`src/rtl/core/bie_pkg.sv`:
```
package bie_pkg;

  localparam int unsigned MemBytesDef  = 65536;
  localparam int unsigned CallDepthDef = 64;
  localparam int unsigned TryDepthDef  = 16;

  localparam int unsigned InW  = 80;
  localparam int unsigned OutW = 120;

  localparam logic [7:0] OP_NOP     = 8'h00;
  localparam logic [7:0] OP_PANIC   = 8'he0;
  localparam logic [7:0] OP_TRY     = 8'he1;
  localparam logic [7:0] OP_TRYEND  = 8'he2;
  localparam logic [7:0] OP_MOV     = 8'hd0;
  localparam logic [7:0] OP_MOVI    = 8'hd1;
  localparam logic [7:0] OP_MOVIB   = 8'hd2;
  localparam logic [7:0] OP_LOAD    = 8'hd3;
  localparam logic [7:0] OP_LOADB   = 8'hd4;
  localparam logic [7:0] OP_STORE   = 8'hd5;
  localparam logic [7:0] OP_STOREB  = 8'hd6;
  localparam logic [7:0] OP_PUSH    = 8'hd7;
  localparam logic [7:0] OP_POP     = 8'hd8;
  localparam logic [7:0] OP_JMP     = 8'hf0;
  localparam logic [7:0] OP_JNZ     = 8'hf1;
  localparam logic [7:0] OP_CALL    = 8'hf2;
  localparam logic [7:0] OP_RET     = 8'hf3;
  localparam logic [7:0] OP_SYSCALL = 8'hf4;
  localparam logic [7:0] OP_CMP     = 8'hc0;
  localparam logic [7:0] OP_ISEQ    = 8'hc1;
  localparam logic [7:0] OP_ISLT    = 8'hc2;
  localparam logic [7:0] OP_ISGT    = 8'hc3;
  localparam logic [7:0] OP_ISLE    = 8'hc4;
  localparam logic [7:0] OP_ISGE    = 8'hc5;
  localparam logic [7:0] OP_ISNE    = 8'hc6;
  localparam logic [7:0] OP_FCMP    = 8'hc7;
  localparam logic [7:0] OP_FLAST   = 8'hcf;
  localparam logic [7:0] OP_ADD     = 8'ha0;
  localparam logic [7:0] OP_SUB     = 8'ha1;
  localparam logic [7:0] OP_MUL     = 8'ha2;
  localparam logic [7:0] OP_DIV     = 8'ha3;
  localparam logic [7:0] OP_REM     = 8'ha4;
  localparam logic [7:0] OP_FADD    = 8'ha5;
  localparam logic [7:0] OP_FDIV    = 8'ha8;
  localparam logic [7:0] OP_AND     = 8'hb0;
  localparam logic [7:0] OP_OR      = 8'hb1;
  localparam logic [7:0] OP_XOR     = 8'hb2;
  localparam logic [7:0] OP_NOT     = 8'hb3;

  localparam logic [1:0] RS_RUN  = 2'd0;
  localparam logic [1:0] RS_HALT = 2'd1;
  localparam logic [1:0] RS_SYS  = 2'd2;

  localparam logic [2:0] TC_NONE  = 3'd0;
  localparam logic [2:0] TC_OPC   = 3'd1;
  localparam logic [2:0] TC_FLOAT = 3'd2;
  localparam logic [2:0] TC_ADDR  = 3'd3;
  localparam logic [2:0] TC_DIV0  = 3'd4;
  localparam logic [2:0] TC_PANIC = 3'd5;
  localparam logic [2:0] TC_STACK = 3'd6;
  localparam logic [2:0] TC_REG   = 3'd7;

  localparam logic [2:0] RI_SP = 3'd0;
  localparam logic [2:0] RI_ST = 3'd1;

  typedef enum logic [2:0] {
    S_CLR, S_IDLE, S_EXEC, S_MRD, S_MWR, S_MD, S_STK, S_FIN
  } state_e;

  typedef struct packed {
    logic start;
    logic div;
    logic rem;
  } md_req_t;

endpackage

```
`src/rtl/core/bie_muldiv.sv`:
```
module bie_muldiv (
  input  logic             clk_i,
  input  logic             rst_ni,
  input  bie_pkg::md_req_t req_i,
  input  logic [63:0]      opa_i,
  input  logic [63:0]      opb_i,
  output logic             done_o,
  output logic [63:0]      res_o
);
  import bie_pkg::*;

  logic        busy_q, fin_q, done_q, div_q, rem_q, neg_q;
  logic [5:0]  cnt_q;
  logic [63:0] x_q, y_q, d_q, res_q;
  logic [63:0] ua, ub, t, val;
  logic [64:0] add_a, add_b, sum;
  logic        cin, ge;

  always_comb begin
    ua = opa_i[63] ? (64'd0 - opa_i) : opa_i;
    ub = opb_i[63] ? (64'd0 - opb_i) : opb_i;
    t  = {x_q[62:0], y_q[63]};
    if (div_q) begin
      add_a = {1'b0, t};
      add_b = {1'b1, ~d_q};
      cin   = 1'b1;
    end else begin
      add_a = {1'b0, x_q};
      add_b = {1'b0, (y_q[0] ? d_q : 64'd0)};
      cin   = 1'b0;
    end
    sum = add_a + add_b + {64'd0, cin};
    ge  = ~sum[64];
    val = (div_q && !rem_q) ? y_q : x_q;
  end

  always_ff @(posedge clk_i or negedge rst_ni) begin
    if (!rst_ni) begin
      busy_q <= 1'b0;
      fin_q  <= 1'b0;
      done_q <= 1'b0;
    end else begin
      done_q <= 1'b0;
      if (req_i.start) begin
        busy_q <= 1'b1;
      end else if (busy_q && cnt_q == 6'd63) begin
        busy_q <= 1'b0;
        fin_q  <= 1'b1;
      end else if (fin_q) begin
        fin_q  <= 1'b0;
        done_q <= 1'b1;
      end
    end
  end

  always_ff @(posedge clk_i) begin
    if (req_i.start) begin
      cnt_q <= 6'd0;
      div_q <= req_i.div;
      rem_q <= req_i.rem;
      x_q   <= 64'd0;
      y_q   <= req_i.div ? ua : opb_i;
      d_q   <= req_i.div ? ub : opa_i;
      neg_q <= req_i.div & (req_i.rem ? opa_i[63] : (opa_i[63] ^ opb_i[63]));
    end else if (busy_q) begin
      cnt_q <= cnt_q + 6'd1;
      if (div_q) begin
        x_q <= ge ? sum[63:0] : t;
        y_q <= {y_q[62:0], ge};
      end else begin
        x_q <= sum[63:0];
        d_q <= {d_q[62:0], 1'b0};
        y_q <= {1'b0, y_q[63:1]};
      end
    end else if (fin_q) begin
      res_q <= neg_q ? (64'd0 - val) : val;
    end
  end

  assign done_o = done_q;
  assign res_o  = res_q;

endmodule

```
`config.mk`:
```
export PLATFORM = sky130hd
export DESIGN_NAME = bie_muldiv
export DESIGN_NICKNAME = d
export VERILOG_FILES = /design/src/rtl/core/bie_pkg.sv /design/src/rtl/core/bie_muldiv.sv
export SDC_FILE = /design/constraint.sdc
export NUM_CORES = 1
export LEC_CHECK = 0
export ABC_AREA = 0
export BUFFER_PORTS_ARGS = -buffer_cell sky130_fd_sc_hd__buf_4
export CAP_MARGIN = 20
export CORE_MARGIN = 2
export CORE_UTILIZATION = 38
export DETAILED_ROUTE_END_ITERATION = 6
export SLEW_MARGIN = 20
export SYNTH_ARGS = -nofsm -noshare
export SYNTH_HDL_FRONTEND = slang
export SYNTH_SLANG_ARGS = --single-unit
export TNS_END_PERCENT = 50
```
`constraint.sdc`:
```
create_clock -name clk_i -period 15.38 [get_ports clk_i]
set_input_delay 2.307 -clock clk_i [delete_from_list [all_inputs] [get_ports clk_i]]
set_output_delay 2.307 -clock clk_i [all_outputs]
set_load 0.03 [all_outputs]
```
**Yosys cells after proc, flatten, opt, wreduce, memory -nomap -nowiden**

Index checks and enable logic that the tools add are counted.
Widths: inputs -> output; s select.

- Register bits after elaboration: 268
- Bits of input ports: 133
- Output and inout bits: 65
- Logic and storage cells: 57

- Add/sub/neg operators: 6
- Eq/ne operators: 2
- Muxes and demuxes: 25
- Bitwise gates (word level): 6
- Reduce and logical (&&, ||, !) cells: 7

Operator list:

| kind | count |
|---|---|
| $mux 64 | 16 |
| $sub 1x64->64 const A | 3 |
| $add 65x1->65 | 1 |
| $add 65x65->65 | 1 |
| $mux 65 | 1 |
| $not 64->64 | 1 |
| $mux 1 | 8 |
| $add 6x1->6 const B | 1 |
| $eq 6x6->1 const B | 1 |
| $reduce_bool 2->1 | 2 |
| $not 1->1 | 3 |
| $reduce_and 3->1 | 1 |
| $logic_and 1x1->1 | 2 |
| $ne 2x2->1 const B | 1 |
| $reduce_and 2->1 | 1 |
| $and 1x1->1 | 1 |
| $logic_not 1->1 | 1 |
| $xor 1x1->1 | 1 |

**Depth between registers and ports, before layout**

Gate-level depths: netlist of run 1.

- Word-level depth: 8
- Depth in mapped cells: 20

**Worst setup path after synthesis of run 1**

No wires, ideal clock.

- Path kind: input -> register
- Start: input port req_i[2] (netlist name)
- End: register res_q[0], in the netlist res_o[0] (enable)
- Arrival: 7575 ps
- Slack: 7227 ps
- Cell stages on the path: 4
- Buffers on the path: 3
- Cell sequence: clkbuf_1 clkbuf_1 clkbuf_1 nor3b_1

- Longest elaborated chain between the ends: 2

Ends and longest elaborated chain:

| what | line | RTL |
|---|---|---|
| start, declared | bie_muldiv.sv:4 | `input bie_pkg::md_req_t req_i,` |
| $not 1->1 (no source line) | -- |  |
| $reduce_and 3->1 (no source line) | -- |  |
| end signal, assigned | bie_muldiv.sv:76 | `res_q <= neg_q ? (64'd0 - val) : val;` |
| end, declared | bie_muldiv.sv:14 | `logic [63:0] x_q, y_q, d_q, res_q;` |

No other way between the ends.
A chain may end at the register's enable or synchronous reset.

**Worst setup path after layout of run 1**

- Start: register div_q
- End: register x_q[26]

- Longest elaborated chain between the ends: 5
- Elaborated cells on any way between the ends: 7
- Classes of those cells: add/sub: 2; mux: 5

Ends and longest elaborated chain:

| what | line | RTL |
|---|---|---|
| start, declared | bie_muldiv.sv:12 | `logic busy_q, fin_q, done_q, div_q, rem_q, neg_q;` |
| start signal, assigned | bie_muldiv.sv:59 | `div_q <= req_i.div;` |
| $mux 64 or $mux 65 (tied branches) | bie_muldiv.sv:23 | `if (div_q) begin` |
| $add 65x65->65 | bie_muldiv.sv:32 | `sum = add_a + add_b + {64'd0, cin};` |
| $add 65x1->65 | bie_muldiv.sv:32 |  |
| $mux 64 | bie_muldiv.sv:68 | `x_q <= ge ? sum[63:0] : t;` |
| $mux 64 (*) | bie_muldiv.sv:67 | `if (div_q) begin` |
| end signal, assigned | bie_muldiv.sv:68 |  |
| end signal, assigned | bie_muldiv.sv:71 | `x_q <= sum[63:0];` |
| end, declared | bie_muldiv.sv:14 |  |

Mark *: on every way between the ends. The rest lies on a longest branch, timed or not.

==> results.yml, run 1 <==
finish:
  final_nets: 2938
  fillers: 5764
  stdcell_count: 3535
  synthToLayoutAreaGrowth_pct: 13.5
  postLayoutCellArea_um2: 25700
  antenna_cells: 0
  final_layout_size_suffix_gt1_frac: 0.157
route:
  postRouteAntennaNets: 0
  avgRoutedWirePerCell_um: 22.2
  viasPerCell: 5.94
  vias: 21000
  dr.pass1.iters: 5
  drt-total-wl_um: 78500
  drt-initial-drc-count: 1952
  drcViolationCount: 0
floorplan:
  die_height_um: 248
  die_w_um: 248
  rows: 89
  core_area_um2: 58900
  start_util: 0.384
  io_pins: 198
  dieArea_um2: 61500
logic_synthesis:
  yosys.area.top_type: "edfxtp_1"
  seq_area_frac_synth: 0.324
  synthMostInstantiatedCell: "nand2_1"
  async_flop_share: 0.0112
  syn_inst: 2659
  yosys-top-cells-area: "edfxtp_1 26%, xor2_1 7.2%, mux2_2 6.3%, dfxtp_1 6.2%, nand2_1 6.0%"
  synth_nets: 2861
  synth_top_area_share: 0.259
  syn-cell-area_um2: 22600
  synth-main-ff-cell: "edfxtp_1"
  avgSynthCellArea_um2: 8.50
  synth-seq-cells: 268
  ys_types: 75
  synth_edf_count: 195
  ys_top_cells_by_count: "360 x nand2_1, 230 x o21ai_0, 212 x nor2_1"
  synth_warnings: 0
worst_setup_path:
  crit_arrival_ps: 7030
  crit_family: "compound AO/OA/AOI/OAI gates"
  crit_type: "reg2reg"
  crit_slowest_cell: "a2111oi_0"
  end_kind: "flip-flop"
  crit_buf_inv: 4
  cp.required_ps: 15830
  reg2reg_slack_ps: 8800
  cp_cell_sequence: "buf_4, nor2b_4, buf_4, mux2i_1, fa_1, inv_1, fa_1, a211oi_1, o21ai_0, o211ai_1, nand3_1, a2111oi_0, o21ai_0, nand2_2, buf_4, nand2_1, o211a_1, nor3_1"
  crit_top_cell: "buf_4"
  critPathMaxStageDelay_ps: 860
  cp_max_fo: 64
  rr_worst_depth: 18
  start_kind: "flip-flop"
  rr_endpoint: "x_q[26]$_SDFFE_PP0P_"
  timing.rr.start: "div_q$_DFFE_PP_"
  crit_start: "div_q$_DFFE_PP_"
sta:
  hold_violations: 0
  rsz0062_at_grt: "no"
  timing.final.crit_share: 0.428
  fmax_mhz: 152
  max_slew_margin: 0.365
  max_slew.worst_pin.slew_ps: 952
  setup_tns_ps: 0
  finalCriticalPeriod_ps: 6580
  finClkSkew_ps: 18.1
  setup_viol: 0
  slew_violations: 0
  hold_slack_ps: 496
hold_path:
  hold_path.class: "reg2reg"
  worst_hold_startpoint: "cnt_q[5]$_SDFFE_PP0P_"
  whs_path_depth: 2
  hold_path_end: "cnt_q[5]$_SDFFE_PP0P_"
cts:
  cts_tree: "done"
  postCtsSetupRepairBufs: 0
  cts_max_level: 2
  clockBufferDepth: 3
  clkSlewWorstSetupHoldPaths_ps: 60
  cts_resized: 0
  cts-root-buf: "clkbuf_16"
  cts_sinks: 268
  cts-hold-fix-buffers: 0
  clkLatencyLatePin_ps: 550
  cts_buffers: 35
grt:
  grt_pass1_vias: 19300
  antenna_found_initial: 1
  grt_overflow: 0
  grt_util_all_layers: 0.248
  grt_pass1_wl_um: 117000
  grt_max_degree: 122
placement:
  io_buffers: 197
  dp.cells: 3472
  dpl_cell_area_um2: 24600
  gp_congestion: 0.979
  dp_hpwl_um: 60500
power_and_ir_drop:
  p_leak_nw: 9.79
  total_power_mw: 2.70
  powerDensity_nw_per_um2: 105
  ir_worst_vdd_mv: 0.0718
run:
  cap_violations: 0
status:
  status: "finished clean"
[layout by cell type, fill, tap and decap left out, types with 11 or more instances in the layout]
cell type	n
edfxtp_1	195
buf_4	220
mux2_2	126
nor2_1	212
or3_1	39
o21ai_0	230
a21oi_1	170
nand3_1	23
clkbuf_16	37
nor4_1	16
nand2_1	359
o21bai_1	15
xor2_1	185
nand4_1	33
nand2b_1	33
a311oi_1	49
dfxtp_1	70
xnor2_1	59
inv_1	33
or4_1	24
nor3_1	72
mux2i_1	128
ha_1	67
a21o_1	30
o21a_1	12
o211ai_1	58
o22ai_1	16
o41ai_1	24
a211oi_1	11
o31ai_1	48
[state kept, by name (all words and copies together) (netlist names), 6 cells and up]
register	count
d_q	64
cnt_q	6
y_q	64
x_q	64
res_o	64
[worst max path at each step]
stage | endpoint | slack [ps] | depth (start not counted)
after floorplan | res_o[0]$_DFFE_PP_ | 7230 | 4
after global placement | x_q[22]$_SDFFE_PP0P_ | 9040 | 18
after detailed placement | x_q[18]$_SDFFE_PP0P_ | 8890 | 17
after CTS | x_q[18]$_SDFFE_PP0P_ | 8870 | 17
after global routing | x_q[26]$_SDFFE_PP0P_ | 8280 | 18
final | x_q[26]$_SDFFE_PP0P_ | 8800 | 18
[layer usage]
layer | track usage | share of wire | wire length (um) | vias up
li1 | - | - | - | 9978
met1 | 0.391 | 0.49 | 38100 | 10100
met3 | 0.0400 | 0.093 | 7300 | 89
met4 | 0.0555 | 0.019 | 1500 | 0
met5 | 0 | 0 | 0 | -
met2 | 0.348 | 0.40 | 31600 | 869
[cell families (layout without fill, tap and decap cells)]
kind of cell | after synthesis | after routing | synth area share
and+or+nand+nor | 882 | 882 | 0.182
AOI/OAI and AO/OA | 727 | 727 | 0.203
DFF | 268 | 268 | 0.324
muxes | 254 | 254 | 0.119
xor gates and xnor gates | 244 | 244 | 0.0945
buffers and inverters | 215 | 318 | 0.0371
adders and majority gates | 69 | 69 | 0.0389
[tightest hold or removal path, cell delays in order, from the launching register on]
cell     delay, ps
dfxtp_1        320
o21ai_0         70
a21oi_1         60
[power by group]
| group | internal (mW) | switching (mW) | leakage [nW] |
|---|---|---|---|
| Clock | 0.476 | 0.322 | 0.542 |
| Combinational | 0.354 | 0.526 | 6.70 |
| Sequential | 0.881 | 0.136 | 2.54 |
| Total | 1.71 | 0.984 | 9.79 |
[metrics by stage]
step            util  setup slack [ps]
2_1_floorplan      -              7230
3_3_place_gp   0.417              9040
3_5_place_dp   0.417              8890
5_1_grt        0.436              8280
4_1_cts        0.436              8870
6_report       0.436              8800
[area by class of cell]
class,count,area (um^2),share of cell area
clock buffer,45,966,0.0376
clock inverter,18,138,0.00536
inverter,33,124,0.00483
multi-input combinational,2176,14500,0.563
sequential,268,7340,0.286
tap,773,967,0.0377
timing repair buffer,222,1680,0.0653
(Power assumes the default switching activity.)
==> run 2, diff against run 1 <==
==> constraint.sdc (replaced) <==
create_clock -name clk_i -period 6.51 [get_ports clk_i]
set_input_delay 0.9765 -clock clk_i [delete_from_list [all_inputs] [get_ports clk_i]]
set_output_delay 0.9765 -clock clk_i [all_outputs]
set_load 0.03 [all_outputs]
==> run 2 against run 1 <==
Compared with the run above: via count up 0.80%; clock power rose by 120%; first-iteration DRC count grew 14%; register-to-register slack worse by 7700 ps; worst hold slack worse by 340 ps; combinational power up 140%; sequential cell count unchanged; global-route usage down 0.28 points; maximum frequency is 22% higher; final cell count decreased by 0.20%; critical endpoint is now res_o[61]$_DFFE_PP_; largest cell class unchanged.
==> results.yml, run 2 (synthesized netlist as in run 1, its figures left out) <==
sta:
  max_slew.worst_pin.slew_ps: 957
  fmax_mhz: 185
  slew_violations: 0
  max_slew_margin: 0.362
  setup_viol: 0
  finalCriticalPeriod_ps: 5400
  hold_violations: 0
  setup_tns_ps: 0
  finClkSkew_ps: 25.0
  rsz0062_at_grt: "no"
  timing.final.crit_share: 0.829
floorplan:
  dieArea_um2: 61500
  rows: 89
  die_w_um: 248
  core_area_um2: 58900
  die_height_um: 248
  start_util: 0.384
  io_pins: 198
grt:
  grt_max_degree: 120
  grt_pass1_wl_um: 117000
  grt_overflow: 0
  antenna_found_initial: 1
  grt_util_all_layers: 0.245
  grt_pass1_vias: 19100
worst_setup_path:
  cp_cell_sequence: "buf_12, nor2b_4, buf_4, mux2i_1, nor2b_1, nand4_1, or4_1, or2_1, or2_1, or3_1, o31ai_1, xor2_1"
  timing.rr.start: "div_q$_DFFE_PP_"
  rr_worst_depth: 12
  end_kind: "flip-flop"
  reg2reg_slack_ps: 1110
  crit_slowest_cell: "or4_1"
  rr_endpoint: "res_o[61]$_DFFE_PP_"
  crit_arrival_ps: 5720
  critPathMaxStageDelay_ps: 670
  crit_top_cell: "or2_1"
  crit_type: "reg2reg"
  cp.required_ps: 6830
  start_kind: "flip-flop"
  cp_max_fo: 104
  crit_buf_inv: 2
  crit_family: "simple AND/OR/NAND/NOR gates"
finish:
  final_common_cell: "nand2_1"
  stdcell_count: 3528
  fillers: 5741
  final_layout_size_suffix_gt1_frac: 0.156
  final_nets: 2932
  layout_common_cells: "359 x nand2_1, 230 x o21ai_0, 217 x buf_4, 212 x nor2_1, 195 x edfxtp_1"
  synthToLayoutAreaGrowth_pct: 13.2
  final_util: 0.434
route:
  dr.pass1.iters: 6
  drcViolationCount: 0
  postRouteAntennaNets: 0
  avgRoutedWirePerCell_um: 22.1
  vias: 21200
  drt-total-wl_um: 78100
  drt-initial-drc-count: 2222
  viasPerCell: 6.00
power_and_ir_drop:
  p_switching_mw: 2.31
  total_power_mw: 6.23
  swShare: 0.371
  powerDensity_nw_per_um2: 243
  p_leak_nw: 9.75
  clkPwrFrac: 0.278
  seqPwrFrac: 0.385
  p_comb_frac: 0.336
  p_int_mw: 3.92
  ir_worst_vdd_mv: 0.203
hold_path:
  hold_path.class: "in2async"
placement:
  dp_hpwl_um: 59500
  io_buffers: 197
  dp.cells: 3471
  gp_congestion: 0.987
cts:
  clkSlewWorstSetupHoldPaths_ps: 70
  postCtsSetupRepairBufs: 0
  cts_sinks: 268
  clockBufferDepth: 3
  cts_tree: "done"
  cts_resized: 0
  cts_buffers: 30
  cts-root-buf: "clkbuf_16"
  cts_max_level: 1
  cts-hold-fix-buffers: 0
  clkLatencyLatePin_ps: 600
status:
  status: "finished clean"
run:
  cap_violations: 0
## run 2: power by group through the flow
stage          Clock (mW)  Combinational [mW]  Sequential [mW]
6_report             1.73                2.10             2.40
5_1_grt              1.83                2.30             2.42
4_1_cts              1.77                2.07             2.38
3_5_place_dp            0                2.06             2.41
3_3_place_gp            0                2.05             2.41
2_1_floorplan           0                1.52             2.25
## run 2: worst max path at each step
stage,from,cells after the start,end,slack [ps]
6_report,div_q$_DFFE_PP_,12,res_o[61]$_DFFE_PP_,1110
5_1_grt,div_q$_DFFE_PP_,16,x_q[52]$_SDFFE_PP0P_,720
4_1_cts,div_q$_DFFE_PP_,16,x_q[52]$_SDFFE_PP0P_,1230
3_5_place_dp,div_q$_DFFE_PP_,16,x_q[52]$_SDFFE_PP0P_,1260
3_3_place_gp,div_q$_DFFE_PP_,14,x_q[63]$_SDFFE_PP0P_,1310
2_1_floorplan,div_q$_DFFE_PP_,20,res_o[58]$_DFFE_PP_,810
## run 2: per-layer routing
metal,share of wire,vias up,track usage
met5,0.00017,-,0
li1,-,9963,-
met3,0.096,104,0.0391
met2,0.42,945,0.357
met1,0.47,10100,0.375
met4,0.021,2,0.0567
## run 2: final cells by class
| class | instances | area, um^2 | share of cell area |
|---|---|---|---|
| inverter | 33 | 124 | 0.00484 |
| sequential | 268 | 7340 | 0.287 |
| timing repair buffer | 221 | 1690 | 0.0662 |
| clock inverter | 12 | 97.6 | 0.00381 |
| tap | 773 | 967 | 0.0378 |
| clock buffer | 44 | 897 | 0.0351 |
| antenna | 1 | 2.50 | 0.0000978 |
| multi-input combinational | 2176 | 14500 | 0.565 |
## run 2: worst reg2reg max path, delay by kind of cell, from the launching register on
| family | cells | cell delay, ps |
|---|---|---|
| buffers and inverters | 2 | 990 |
| AND/OR/NAND/NOR | 7 | 2880 |
| multiplexers | 1 | 430 |
| AO/OA/AOI/OAI | 1 | 300 |
| XOR/XNOR | 1 | 110 |
| flip-flops | 1 | 410 |
## run 2: through the flow
stage | hold slack, ps | setup WS [ps] | instance area, um^2
2_1_floorplan | 457 | 807 | 22600
4_1_cts | 129 | 1230 | 25600
3_3_place_gp | 465 | 1310 | 24600
3_5_place_dp | 494 | 1260 | 24600
5_1_grt | 139 | 718 | 25600
6_report | 152 | 1110 | 25600
